<file path="config.mk">
export PLATFORM = sky130hd
export DESIGN_NAME = spgs_useq
export DESIGN_NICKNAME = d
export VERILOG_FILES = /design/src/sv/spgs_pkg.sv /design/src/sv/spgs_useq.sv
export SDC_FILE = /design/constraint.sdc
export NUM_CORES = 1
export LEC_CHECK = 0
export BUFFER_PORTS_ARGS = -buffer_cell sky130_fd_sc_hd__buf_4
export CAP_MARGIN = 0
export CELL_PAD_IN_SITES_DETAIL_PLACEMENT = 2
export CELL_PAD_IN_SITES_GLOBAL_PLACEMENT = 2
export CORE_MARGIN = 8
export CORE_UTILIZATION = 31
export DETAILED_ROUTE_END_ITERATION = 8
export GPL_TIMING_DRIVEN = 1
export HOLD_SLACK_MARGIN = 0.12
export PLACE_DENSITY_LB_ADDON = 0.1
export SYNTH_ARGS = -nofsm -noshare
export SYNTH_HDL_FRONTEND = slang
export SYNTH_SLANG_ARGS = --single-unit
</file>
<file path="constraint.sdc">
create_clock -name clk -period 3.2 [get_ports clk]
set_clock_uncertainty 0.1 [all_clocks]
set_input_delay 0 -clock clk [delete_from_list [all_inputs] [get_ports clk]]
set_output_delay 0 -clock clk [all_outputs]
set_load 0.005 [all_outputs]
</file>
<file path="src/sv/spgs_pkg.sv">
package spgs_pkg;

  localparam int unsigned SAMPLE_BITS   = 24;
  localparam int unsigned COS_DEPTH_DEF = 1024;
  localparam int unsigned PAN_W         = 16;
  localparam int unsigned GAIN_W        = 18;
  localparam int unsigned SPEED_W       = 32;
  localparam int unsigned COS_W         = 18;
  localparam int unsigned DIV_ITERS     = GAIN_W / 2;
  localparam int unsigned CNT_W         = $clog2(DIV_ITERS);

  localparam logic [PAN_W-1:0]   PAN_RESET = 16'd32768;
  localparam logic [SPEED_W-1:0] SPEED_MIN = 32'd367001600;
  localparam logic [SPEED_W-1:0] SPEED_MAX = 32'd2621440000;
  localparam logic [SPEED_W-1:0] SPEED_SUB = 32'd10486;
  localparam logic [29:0]        DECAY_Q30 = 30'd1073634450;

  localparam logic [63:0] ONE_Q30 = 64'd1073741824;
  localparam logic [63:0] PI_Q30  = 64'd3373259426;
  localparam logic [7:0]  COS_DIV [6] = '{8'd132, 8'd90, 8'd56, 8'd30, 8'd12, 8'd2};

  typedef struct packed {
    logic signed [SAMPLE_BITS-1:0] left_in;
    logic signed [SAMPLE_BITS-1:0] right_in;
  } in_req_t;

  typedef struct packed {
    logic signed [SAMPLE_BITS-1:0] left_out;
    logic signed [SAMPLE_BITS-1:0] right_out;
  } out_req_t;

  typedef enum logic [1:0] {
    J_NEXT = 2'd0,
    J_LOOP = 2'd1,
    J_LAST = 2'd2
  } jmp_t;

  typedef struct packed {
    logic spd;
    logic tgt;
    logic dmul;
    logic dsub;
    logic cmul;
    logic dini;
    logic cnt_ld;
    logic div;
    logic qfix;
    logic omul;
    logic oreg;
    jmp_t jmp;
  } ctl_t;

  localparam int unsigned NSTEPS = 10;
  localparam int unsigned STEP_W = $clog2(NSTEPS);
  typedef logic [STEP_W-1:0] step_t;

  localparam step_t UC_SPD  = 4'd0;
  localparam step_t UC_TGT  = 4'd1;
  localparam step_t UC_DMUL = 4'd2;
  localparam step_t UC_DSUB = 4'd3;
  localparam step_t UC_CMUL = 4'd4;
  localparam step_t UC_DINI = 4'd5;
  localparam step_t UC_DIV  = 4'd6;
  localparam step_t UC_QFIX = 4'd7;
  localparam step_t UC_OMUL = 4'd8;
  localparam step_t UC_OREG = 4'd9;

  function automatic ctl_t ucode(input step_t s);
    ctl_t w;
    w = '0;
    w.jmp = J_NEXT;
    case (s)
      UC_SPD:  w.spd = 1'b1;
      UC_TGT:  w.tgt = 1'b1;
      UC_DMUL: w.dmul = 1'b1;
      UC_DSUB: w.dsub = 1'b1;
      UC_CMUL: w.cmul = 1'b1;
      UC_DINI: begin
        w.dini   = 1'b1;
        w.cnt_ld = 1'b1;
      end
      UC_DIV: begin
        w.div = 1'b1;
        w.jmp = J_LOOP;
      end
      UC_QFIX: w.qfix = 1'b1;
      UC_OMUL: w.omul = 1'b1;
      UC_OREG: begin
        w.oreg = 1'b1;
        w.jmp  = J_LAST;
      end
      default: w.jmp = J_LAST;
    endcase
    return w;
  endfunction

endpackage

</file>
<file path="src/sv/spgs_useq.sv">
module spgs_useq (
  input  logic           clk,
  input  logic           rst_n,
  input  logic           start_i,
  input  logic           out_free_i,
  output logic           busy_o,
  output spgs_pkg::ctl_t ctl_o
);

  typedef enum logic [1:0] {
    SQ_IDLE = 2'b01,
    SQ_RUN  = 2'b10
  } sq_state_t;

  sq_state_t                    state_r, state_nxt;
  spgs_pkg::step_t              step_r, step_nxt;
  logic [spgs_pkg::CNT_W-1:0]   cnt_r, cnt_nxt;
  spgs_pkg::ctl_t               word;
  logic                         run;

  assign word   = spgs_pkg::ucode(step_r);
  assign run    = state_r == SQ_RUN;
  assign busy_o = run;

  always_comb begin
    ctl_o      = run ? word : '0;
    ctl_o.oreg = run && word.oreg && out_free_i;
  end

  always_comb begin
    state_nxt = state_r;
    step_nxt  = step_r;
    cnt_nxt   = cnt_r;
    case (state_r)
      SQ_IDLE: begin
        if (start_i) begin
          state_nxt = SQ_RUN;
          step_nxt  = '0;
        end
      end
      SQ_RUN: begin
        if (word.cnt_ld) begin
          cnt_nxt = spgs_pkg::CNT_W'(spgs_pkg::DIV_ITERS - 1);
        end
        case (word.jmp)
          spgs_pkg::J_NEXT: step_nxt = step_r + spgs_pkg::STEP_W'(1);
          spgs_pkg::J_LOOP: begin
            if (cnt_r != '0) begin
              cnt_nxt = cnt_r - spgs_pkg::CNT_W'(1);
            end else begin
              step_nxt = step_r + spgs_pkg::STEP_W'(1);
            end
          end
          spgs_pkg::J_LAST: begin
            if (out_free_i) begin
              state_nxt = SQ_IDLE;
            end
          end
          default: state_nxt = SQ_IDLE;
        endcase
      end
      default: state_nxt = SQ_IDLE;
    endcase
  end

  always_ff @(posedge clk) begin
    if (!rst_n) begin
      state_r <= SQ_IDLE;
      step_r  <= '0;
      cnt_r   <= '0;
    end else begin
      state_r <= state_nxt;
      step_r  <= step_nxt;
      cnt_r   <= cnt_nxt;
    end
  end

endmodule

</file>
==> results.sh <==
export IMPL_core_um2=2190
export IMPL_p_per_area_nw_per_um2=262
export IMPL_synthToLayoutAreaGrowth_pct=27.2
export IMPL_r2r_start="step_r[0]"
export IMPL_cts_made_buffers=3
export IMPL_die_w_um=63.9
export IMPL_final_antenna_net_count=0
export IMPL_worstPathArrival_ns=2.54
export IMPL_fin_crit_sh_pct=77.8
export IMPL_clk_insertion_delay_late_ns=0.26
export IMPL_fin_total_pwr_mw=0.237
export IMPL_cp_data_required_time_ns=3.25
export IMPL_finalHoldViolations=0
export IMPL_die_h_um=63.9
export IMPL_hold_class="input port to output port"
export IMPL_min_period_ns=2.49
export IMPL_dieArea_um2=4090
export IMPL_cp_end_kind="flop"
export IMPL_synth_warnings=0
export IMPL_rsz0062_at_grt="no"
export IMPL_grt_pass1_wl_mm=3.62
export IMPL_path_max_fanout=7
export IMPL_hp_start="out_free_i"
export IMPL_holdWs_ns=0.251
export IMPL_wl_per_cell_um=15.6
export IMPL_crit_type="flop to flop"
export IMPL_tightest_slew_ns=0.421
export IMPL_worstSetupStartpointType="flop"
export IMPL_slew_violations=0
export IMPL_fmax_mhz=402
export IMPL_cts_resized=0
export IMPL_rrSetupSlack_ns=0.71
export IMPL_start_util_pct=32.5
export IMPL_synthesis_area_um2=712
export IMPL_placedCellCount=127
export IMPL_setup_viol=0
export IMPL_drtIter0Drc=10
export IMPL_final_nets=117
export IMPL_track_usage_pct=10.8
export IMPL_holdPathEnd="ctl_o[2]"
export IMPL_slew_headroom_pct=71.9
export IMPL_vias_per_cell=5.10
export IMPL_outcome="completed"
export IMPL_htreeDepth=1
export IMPL_worst_r2r_path_depth=7
export IMPL_yosysUniqueCellTypes=33
export IMPL_grt_max_degree=11
export IMPL_dp_hpwl_mm=1.63
export IMPL_avgSynthCellArea_um2=8.28
export IMPL_diodes=0
export IMPL_ir_drop_uv=184
export IMPL_power_leakage_nw=0.421
export IMPL_ctsLongestPathBuffers=2
export IMPL_numPortBuffers=17
export IMPL_grt_pass1_vias=739
export IMPL_r2r_end="state_r[1]"
export IMPL_post_cts_buffers=0
export IMPL_num_rows=17
export IMPL_synth_top_area_share_pct=28.1
export IMPL_fin_cells=134
export IMPL_holdBufCountCts=4
export IMPL_max_cap_violations=0
export IMPL_dr_pass1_iters=4
export IMPL_ys_seq_elements=10
export IMPL_cts_sinks=10
export IMPL_fin_setup_tns_ns=0
export IMPL_drc=0
export IMPL_cts_root_buf="clkbuf_4"
export IMPL_synth_area_leaders="dfxtp_1 (28%), ha_1 (8.8%), and2_1 (6.2%)"
export IMPL_hold_depth=4
export IMPL_ys_seq_area_share_pct=28.1
export IMPL_synthCells=86
export IMPL_place_gp_congestion=0.783
export IMPL_wl_mm=2.08
export IMPL_cts_tree="built"
export IMPL_syn_num_nets=95
export IMPL_io_pins=18
export IMPL_routed_via_count=684
export IMPL_clkTransAtPathRegs_ns=0.06
export IMPL_fillers=263
export IMPL_grt_ovfl_total=0
export IMPL_antenna_found_initial=0
export IMPL_layout_drive_gt1_share_pct=23.6
export IMPL_yosys_area_top_type="dfxtp_1"
## power breakdown
group / switching (mW) / internal (mW) / leakage [nW]
clock: 0.0406 / 0.0434 / 0.0138
sequential: 0.00231 / 0.127 / 0.0810
combinational: 0.0116 / 0.0126 / 0.326
## per-stage QoR
stage                     utilization (%)  setup slack, ns  instance area [um^2]
after detailed placement             38.5             1.03                   843
after floorplan                         -             1.38                   712
final                                41.3            0.710                   906
after CTS                            41.3            0.637                   906
after global routing                 41.3            0.467                   906
after global placement               38.5             1.22                   843
## layout by cell type (no fill, tap or decap), types with 4 or more instances in the layout
master / instances
and2_1: 7
buf_4: 17
dfxtp_1: 10
dlygate4sd3_1: 4
ha_1: 5
inv_1: 11
nand2_1: 5
nand3_1: 5
nor4_1: 4
## flip-flops by register name, indices dropped and copies added, names as in the netlist
register,cells
cnt_r,4
state_r,2
step_r,4
## Yosys cell counts (all sizes together)
cell type and n:
a211oi 1, or3b 1, dfxtp 10, a311oi 1
mux2 2, a221o 1, o22ai 1, nor3 2
and3 2, o221ai 1, buf 4, nor2b 2
nor4 4, o21ai 2, o211ai 1, a22o 1
a31oi 2, and4b 1, inv 11, and3b 1
nand3 6, ha 5, nand3b 1, nand2b 1
and4bb 1, nand2 5, nor2 3, a21oi 3
and2 7, o21a 3
## routing by layer
metal	part of all wire, %	global-route usage, %
met1	48	12.9
met2	47	17.7
met4	0.58	2.51
met5	0	0
met3	4.1	4.36
## cell families (layout without fill, tap and decap cells)
| family | Yosys count | count (layout) | synth area share, % |
|---|---|---|---|
| and+or+nand+nor | 37 | 37 | 33.2 |
| AOI/OAI and AO/OA | 17 | 17 | 16.5 |
| buffers and inverters | 15 | 35 | 10.2 |
| DFF | 10 | 10 | 28.1 |
| adders and majority gates | 5 | 5 | 8.79 |
| muxes | 2 | 2 | 3.16 |
## worst max-delay path: stages, from the launching register on
cell and delay, ns:
dfxtp_1 0.42, inv_1 0.09, ha_1 0.31, nor4_1 0.28, o22ai_1 0.24, o21a_1 0.24
o21a_1 0.16, dlygate4sd3_1 0.54
## worst max-delay path by stage
| stage | end | slack (ns) | depth (start not counted) | start |
|---|---|---|---|---|
| after floorplan | step_r[2] | 1.38 | 6 | step_r[0] |
| after global placement | step_r[2] | 1.22 | 6 | step_r[0] |
| after detailed placement | step_r[2] | 1.03 | 6 | step_r[0] |
| after CTS | state_r[1] | 0.64 | 7 | step_r[0] |
| after global routing | state_r[1] | 0.47 | 7 | step_r[0] |
| final | state_r[1] | 0.71 | 7 | step_r[0] |
## cell type report
cell class                 count  area, um^2  area share, %
multi-input combinational     61         439           48.5
sequential                    10         200           22.1
timing repair buffer          21         168           18.5
inverter                      11        41.3           4.56
tap                           28        35.0           3.87
clock buffer                   3        22.5           2.49
Note: power is estimated with default switching activity, not from simulation.
