File: src/sv/spgs_pkg.sv
package spgs_pkg;

  localparam int unsigned SAMPLE_BITS   = 24;
  localparam int unsigned COS_DEPTH_DEF = 1024;
  localparam int unsigned PAN_W         = 16;
  localparam int unsigned GAIN_W        = 18;
  localparam int unsigned SPEED_W       = 32;
  localparam int unsigned COS_W         = 18;
  localparam int unsigned DIV_ITERS     = GAIN_W / 2;
  localparam int unsigned CNT_W         = $clog2(DIV_ITERS);

  localparam logic [PAN_W-1:0]   PAN_RESET = 16'd32768;
  localparam logic [SPEED_W-1:0] SPEED_MIN = 32'd367001600;
  localparam logic [SPEED_W-1:0] SPEED_MAX = 32'd2621440000;
  localparam logic [SPEED_W-1:0] SPEED_SUB = 32'd10486;
  localparam logic [29:0]        DECAY_Q30 = 30'd1073634450;

  localparam logic [63:0] ONE_Q30 = 64'd1073741824;
  localparam logic [63:0] PI_Q30  = 64'd3373259426;
  localparam logic [7:0]  COS_DIV [6] = '{8'd132, 8'd90, 8'd56, 8'd30, 8'd12, 8'd2};

  typedef struct packed {
    logic signed [SAMPLE_BITS-1:0] left_in;
    logic signed [SAMPLE_BITS-1:0] right_in;
  } in_req_t;

  typedef struct packed {
    logic signed [SAMPLE_BITS-1:0] left_out;
    logic signed [SAMPLE_BITS-1:0] right_out;
  } out_req_t;

  typedef enum logic [1:0] {
    J_NEXT = 2'd0,
    J_LOOP = 2'd1,
    J_LAST = 2'd2
  } jmp_t;

  typedef struct packed {
    logic spd;
    logic tgt;
    logic dmul;
    logic dsub;
    logic cmul;
    logic dini;
    logic cnt_ld;
    logic div;
    logic qfix;
    logic omul;
    logic oreg;
    jmp_t jmp;
  } ctl_t;

  localparam int unsigned NSTEPS = 10;
  localparam int unsigned STEP_W = $clog2(NSTEPS);
  typedef logic [STEP_W-1:0] step_t;

  localparam step_t UC_SPD  = 4'd0;
  localparam step_t UC_TGT  = 4'd1;
  localparam step_t UC_DMUL = 4'd2;
  localparam step_t UC_DSUB = 4'd3;
  localparam step_t UC_CMUL = 4'd4;
  localparam step_t UC_DINI = 4'd5;
  localparam step_t UC_DIV  = 4'd6;
  localparam step_t UC_QFIX = 4'd7;
  localparam step_t UC_OMUL = 4'd8;
  localparam step_t UC_OREG = 4'd9;

  function automatic ctl_t ucode(input step_t s);
    ctl_t w;
    w = '0;
    w.jmp = J_NEXT;
    case (s)
      UC_SPD:  w.spd = 1'b1;
      UC_TGT:  w.tgt = 1'b1;
      UC_DMUL: w.dmul = 1'b1;
      UC_DSUB: w.dsub = 1'b1;
      UC_CMUL: w.cmul = 1'b1;
      UC_DINI: begin
        w.dini   = 1'b1;
        w.cnt_ld = 1'b1;
      end
      UC_DIV: begin
        w.div = 1'b1;
        w.jmp = J_LOOP;
      end
      UC_QFIX: w.qfix = 1'b1;
      UC_OMUL: w.omul = 1'b1;
      UC_OREG: begin
        w.oreg = 1'b1;
        w.jmp  = J_LAST;
      end
      default: w.jmp = J_LAST;
    endcase
    return w;
  endfunction

endpackage

File: src/sv/spgs_lane.sv
module spgs_lane (
  input  logic                                      clk,
  input  logic                                      rst_n,
  input  spgs_pkg::ctl_t                            ctl_i,
  input  logic                                      dbl_i,
  input  logic                                      loaded_i,
  input  logic [spgs_pkg::GAIN_W-1:0]               tgt_i,
  input  logic signed [spgs_pkg::SAMPLE_BITS-1:0]   x_i,
  output logic signed [spgs_pkg::SAMPLE_BITS-1:0]   y_o
);

  localparam int unsigned SB = spgs_pkg::SAMPLE_BITS;
  localparam int unsigned GW = spgs_pkg::GAIN_W;
  localparam int unsigned SW = spgs_pkg::SPEED_W;
  localparam int unsigned NW = GW + SW + 1;
  localparam int unsigned PW = SW + 30;
  localparam int unsigned YW = SB + GW + 1;
  localparam int unsigned QW = YW - 16;

  logic [SW-1:0]        s_r;
  logic [GW-1:0]        g_r;
  logic [GW-1:0]        t_r;
  logic [PW-1:0]        p_r;
  logic [NW-1:0]        num_r;
  logic [SW:0]          den_r;
  logic [SW:0]          rem_r;
  logic [GW-1:0]        nq_r;
  logic signed [YW-1:0] y_r;

  logic [SW:0]          s_dbl;
  logic [SW-1:0]        v;
  logic [SW+1:0]        a_sh, b_sh;
  logic                 a_ge, b_ge;
  logic [SW:0]          a_rem, b_rem;
  logic signed [YW-1:0] prod;
  logic signed [QW-1:0] q;

  assign s_dbl = dbl_i ? {s_r, 1'b0} : {1'b0, s_r};
  assign v     = p_r[PW-1:30];

  assign a_sh  = {rem_r, nq_r[GW-1]};
  assign a_ge  = a_sh >= {1'b0, den_r};
  assign a_rem = a_ge ? (SW+1)'(a_sh - {1'b0, den_r}) : a_sh[SW:0];
  assign b_sh  = {a_rem, nq_r[GW-2]};
  assign b_ge  = b_sh >= {1'b0, den_r};
  assign b_rem = b_ge ? (SW+1)'(b_sh - {1'b0, den_r}) : b_sh[SW:0];

  assign prod  = YW'(x_i) * YW'($signed({1'b0, g_r}));
  assign q     = $signed(y_r[YW-1:16]);

  always_comb begin
    if (q[QW-1:SB-1] == '0 || q[QW-1:SB-1] == '1) begin
      y_o = q[SB-1:0];
    end else if (q[QW-1]) begin
      y_o = {1'b1, {(SB-1){1'b0}}};
    end else begin
      y_o = {1'b0, {(SB-1){1'b1}}};
    end
  end

  always_ff @(posedge clk) begin
    if (!rst_n) begin
      s_r <= spgs_pkg::SPEED_MIN;
      g_r <= '0;
    end else begin
      if (ctl_i.spd) begin
        s_r <= (s_dbl > {1'b0, spgs_pkg::SPEED_MAX}) ? spgs_pkg::SPEED_MAX : s_dbl[SW-1:0];
      end else if (ctl_i.dsub) begin
        s_r <= (v < spgs_pkg::SPEED_MIN + spgs_pkg::SPEED_SUB) ?
               spgs_pkg::SPEED_MIN : v - spgs_pkg::SPEED_SUB;
      end
      if (ctl_i.tgt && !loaded_i) begin
        g_r <= tgt_i;
      end else if (ctl_i.qfix) begin
        g_r <= nq_r + GW'(g_r < t_r && rem_r != '0);
      end
    end
  end

  always_ff @(posedge clk) begin
    if (ctl_i.tgt) begin
      t_r <= tgt_i;
    end
    if (ctl_i.dmul) begin
      p_r <= PW'(s_r) * PW'(spgs_pkg::DECAY_Q30);
    end
    if (ctl_i.cmul) begin
      num_r <= NW'(g_r) * NW'(s_r) + NW'({t_r, 20'b0});
      den_r <= {1'b0, s_r} + (SW+1)'(1 << 20);
    end
    if (ctl_i.dini) begin
      rem_r <= num_r[NW-1:GW];
      nq_r  <= num_r[GW-1:0];
    end else if (ctl_i.div) begin
      rem_r <= b_rem;
      nq_r  <= {nq_r[GW-3:0], a_ge, b_ge};
    end
    if (ctl_i.omul) begin
      y_r <= prod + YW'(32768);
    end
  end

endmodule

File: config.mk
export PLATFORM = sky130hd
export DESIGN_NAME = spgs_lane
export DESIGN_NICKNAME = d
export VERILOG_FILES = /design/src/sv/spgs_pkg.sv /design/src/sv/spgs_lane.sv
export SDC_FILE = /design/constraint.sdc
export NUM_CORES = 2
export LEC_CHECK = 0
export BUFFER_PORTS_ARGS = -buffer_cell sky130_fd_sc_hd__buf_2
export CORE_MARGIN = 2
export CORE_UTILIZATION = 35
export DETAILED_ROUTE_END_ITERATION = 8
export GPL_ROUTABILITY_DRIVEN = 0
export HOLD_SLACK_MARGIN = 0.05
export SETUP_SLACK_MARGIN = 0.2
export SKIP_CTS_REPAIR_TIMING = 1
export SLEW_MARGIN = 20
export SYNTH_ARGS = -nofsm -noshare
export SYNTH_HDL_FRONTEND = slang
export SYNTH_SLANG_ARGS = --single-unit
File: constraint.sdc
create_clock -name clk -period 10.8 [get_ports clk]
set_input_delay 0 -clock clk [delete_from_list [all_inputs] [get_ports clk]]
set_output_delay 0 -clock clk [all_outputs]
set_load 0.02 [all_outputs]
==> flow_summary_export.csv <==
group,metric,value,unit
run_status,outcome,"finished with violations",
run_status,violations,"DRC",
drt,antenna_left,0,
sta,clock.fmax,113,MHz
setup_path,cpMostUsedCell,"fa_1",
job,maxCapViolCount,0,
setup_path,timing.rr.start,"s_r[9]",
layout,multi_input_area,51400,um^2
synth,yosysWarningCount,0,
drt,drt-initial-drc-count,3183,
floorplanning,die_y,439,um
clock_network,cts.clk_slew.worst_paths,0.06,ns
synth,synth_area_per_cell,9.43,um^2
floorplanning,start_util,35.2,%
setup_path,crit_slowest_cell,"fa_1",
clock_network,insertion_delay,0.59,ns
synth,synth-edff-count,212,
layout,seq_area,7400,um^2
synth,synth_nets,9137,
layout,nets,9052,
sta,rsz0062_at_grt,"no",
grt,grt_max_degree,70,
clock_network,cts_tree,"yes",
synth,post-synth-top-area-cell,"fa_1",
floorplanning,core-area,188000,um^2
grt,antenna_found_initial,13,
sta,setup_slack,1.94,ns
setup_path,start_kind,"flip-flop",
synth,synth_top_cells_by_count,"inv_1, fa_1, nand2_1, ha_1, and2_1",
clock_network,cts_made_buffers,35,
placement,place_area,69100,um^2
clock_network,clockBufferDepth,3,
synth,yosysMostFrequentCell,"inv_1",
floorplanning,dieArea,192000,um^2
setup_path,critPathArrivalTime,9.18,ns
min_path,hp-class,"primary input to flip-flop",
setup_path,cp.depth,23,
setup_path,cp.required,11.12,ns
sta,finClkSkew,0.0342,ns
drt,totalWireLength,178000,um
layout,final_util,37.5,%
setup_path,cp_max_fo,9,
sta,fin_crit,8.86,ns
drt,dr.pass1.iters,8,
floorplanning,die_w,439,um
drt,wl_per_cell,18.8,um
placement,hpwl,140000,um
layout,drive_gt1_share,3.90,%
grt,grt_pass1_wl,288000,um
floorplanning,rows,159,
setup_path,setup.worst_path.end,"p_r[61]",
synth,netlist_area,66100,um^2
drt,vias,47600,
placement,pre_cts_ws,2.20,ns
setup_path,worstSetupPathType,"flip-flop to flip-flop",
setup_path,worstReg2RegEnd,"p_r[61]",
clock_network,cts.sinks,262,
setup_path,critPathTopFamily,"adder cells",
setup_path,reg2reg_slack,1.94,ns
drt,drc,24,
setup_path,crit_buf_inv,4,
sta,slew_viol_final,0,
clock_network,htree_levels,2,
synth,ys_types,82,
synth,synth_seq_cells,262,
layout,nFillCells,18800,
sta,finalSetupTns,0,ns
layout,syn_to_final_growth,6.57,%
synth,syn_inst,7010,
synth,ys_seq_area_share,11.1,%
floorplanning,ioPinCount,83,
setup_path,reg2reg_depth,23,
placement,io_buffers,78,
synth,ys_top_cells_by_area,"fa_1, ha_1, edfxtp_1, inv_1, nand2_1",
grt,grt_usage,19.0,%
setup_path,cpPeakStageDelay,0.85,ns
synth,synthFlopType,"edfxtp_1",
grt,grt_pass1_vias,51300,
setup_path,critPathLaunch,"s_r[9]",
sta,hold_viol_final,0,
setup_path,worstSetupEndpointType,"flip-flop",
synth,yosys.area.top_type_share,41.1,%
layout,final_area,70400,um^2
drt,via_per_inst,5.04,
sta,setup_viol,0,
sta,slew_headroom,33.8,%
synth,synthArstFlopShare,0,%
grt,grt_overflow_total,0,
sta,tightest_slew,0.981,ns
setup_path,path_cells,"inv_1 > fa_1 > fa_1 > inv_1 > fa_1 > fa_1 > fa_1 > fa_1 > fa_1 > inv_1 > fa_1 > inv_1 > ha_1 > a21oi_1 > o21ai_0 > a211oi_1 > o211a_1 > a31o_2 > o21bai_1 > a21oi_1 > nand3_1 > a211oi_1 > xnor2_1",
sta,finalCritPeriodShare,82.0,%
clock_network,root_buffer,"clkbuf_16",
==> per-layer routing <==
layer	track usage, %	vias to the layer above	part of all wire, %
li1	-	21400	-
met1	26.1	24400	44
met2	31.1	1474	47
met3	2.92	248	6.9
met4	4.94	8	2.6
met5	0	-	0.032
==> cell type report <==
type	count	share of cell area, %
antenna	10	0.0355
clock buffer	50	1.35
clock inverter	13	0.238
inverter	1659	8.84
multi-input combinational	4801	73.0
sequential	262	10.5
tap	2495	4.43
timing repair buffer	166	1.60
==> worst min path at each step <==
stage | from | depth (start not counted) | slack [ns] | to
5_1_grt | rst_n | 2 | 0.05 | s_r[23]
4_1_cts | tgt_i[3] | 1 | -0.39 | t_r[3]
3_3_place_gp | tgt_i[3] | 1 | 0.21 | t_r[3]
2_1_floorplan | tgt_i[0] | 0 | 0.1 | t_r[0]
3_5_place_dp | tgt_i[3] | 1 | 0.21 | t_r[3]
6_report | rst_n | 2 | 0.03 | s_r[21]
==> per-stage QoR <==
step	instances	hold slack (ns)
2_1_floorplan	7010	0.0989
3_3_place_gp	9359	0.212
3_5_place_dp	9359	0.212
4_1_cts	9422	-0.386
5_1_grt	9449	0.0521
6_report	9456	0.0315
==> cells in the final DEF, fill, tap and decap left out, types with 49 or more instances in the layout <==
cell,netlist,routed
xnor2_1,128,128
nand2_1,852,852
and2_1,371,371
nand3_1,64,64
fa_1,1357,1357
ha_1,711,711
xor2_1,79,79
a21oi_1,228,228
o21ai_0,171,171
buf_4,1,64
a21o_1,84,84
nor2_1,162,162
edfxtp_1,212,212
buf_2,8,77
nor2b_1,50,49
inv_1,1659,1659
==> sequential cells by signal, indices dropped and copies added, names as in the netlist <==
| register | flops |
|---|---|
| den_r | 33 |
| g_r | 18 |
| nq_r | 18 |
| num_r | 51 |
| p_r | 32 |
| rem_r | 33 |
| s_r | 32 |
| t_r | 18 |
| y_r | 27 |
==> cells by family (layout without fill, tap and decap cells) <==
logic type / count (synthesis) / after routing / share of synthesized area, %
muxes: 37 / 37 / 0.609
adders and majority gates: 2068 / 2068 / 54.6
AOI/OAI and AO/OA: 792 / 792 / 7.71
and+or+nand+nor: 1697 / 1697 / 12.1
DFF: 262 / 262 / 11.1
buffers and inverters: 1947 / 1888 / 11.1
other: 0 / 10 / 0
xor gates and xnor gates: 207 / 207 / 2.74
Power is not shown: default switching activity piles up to over one toggle a cycle in this logic, so the estimate is an artifact.
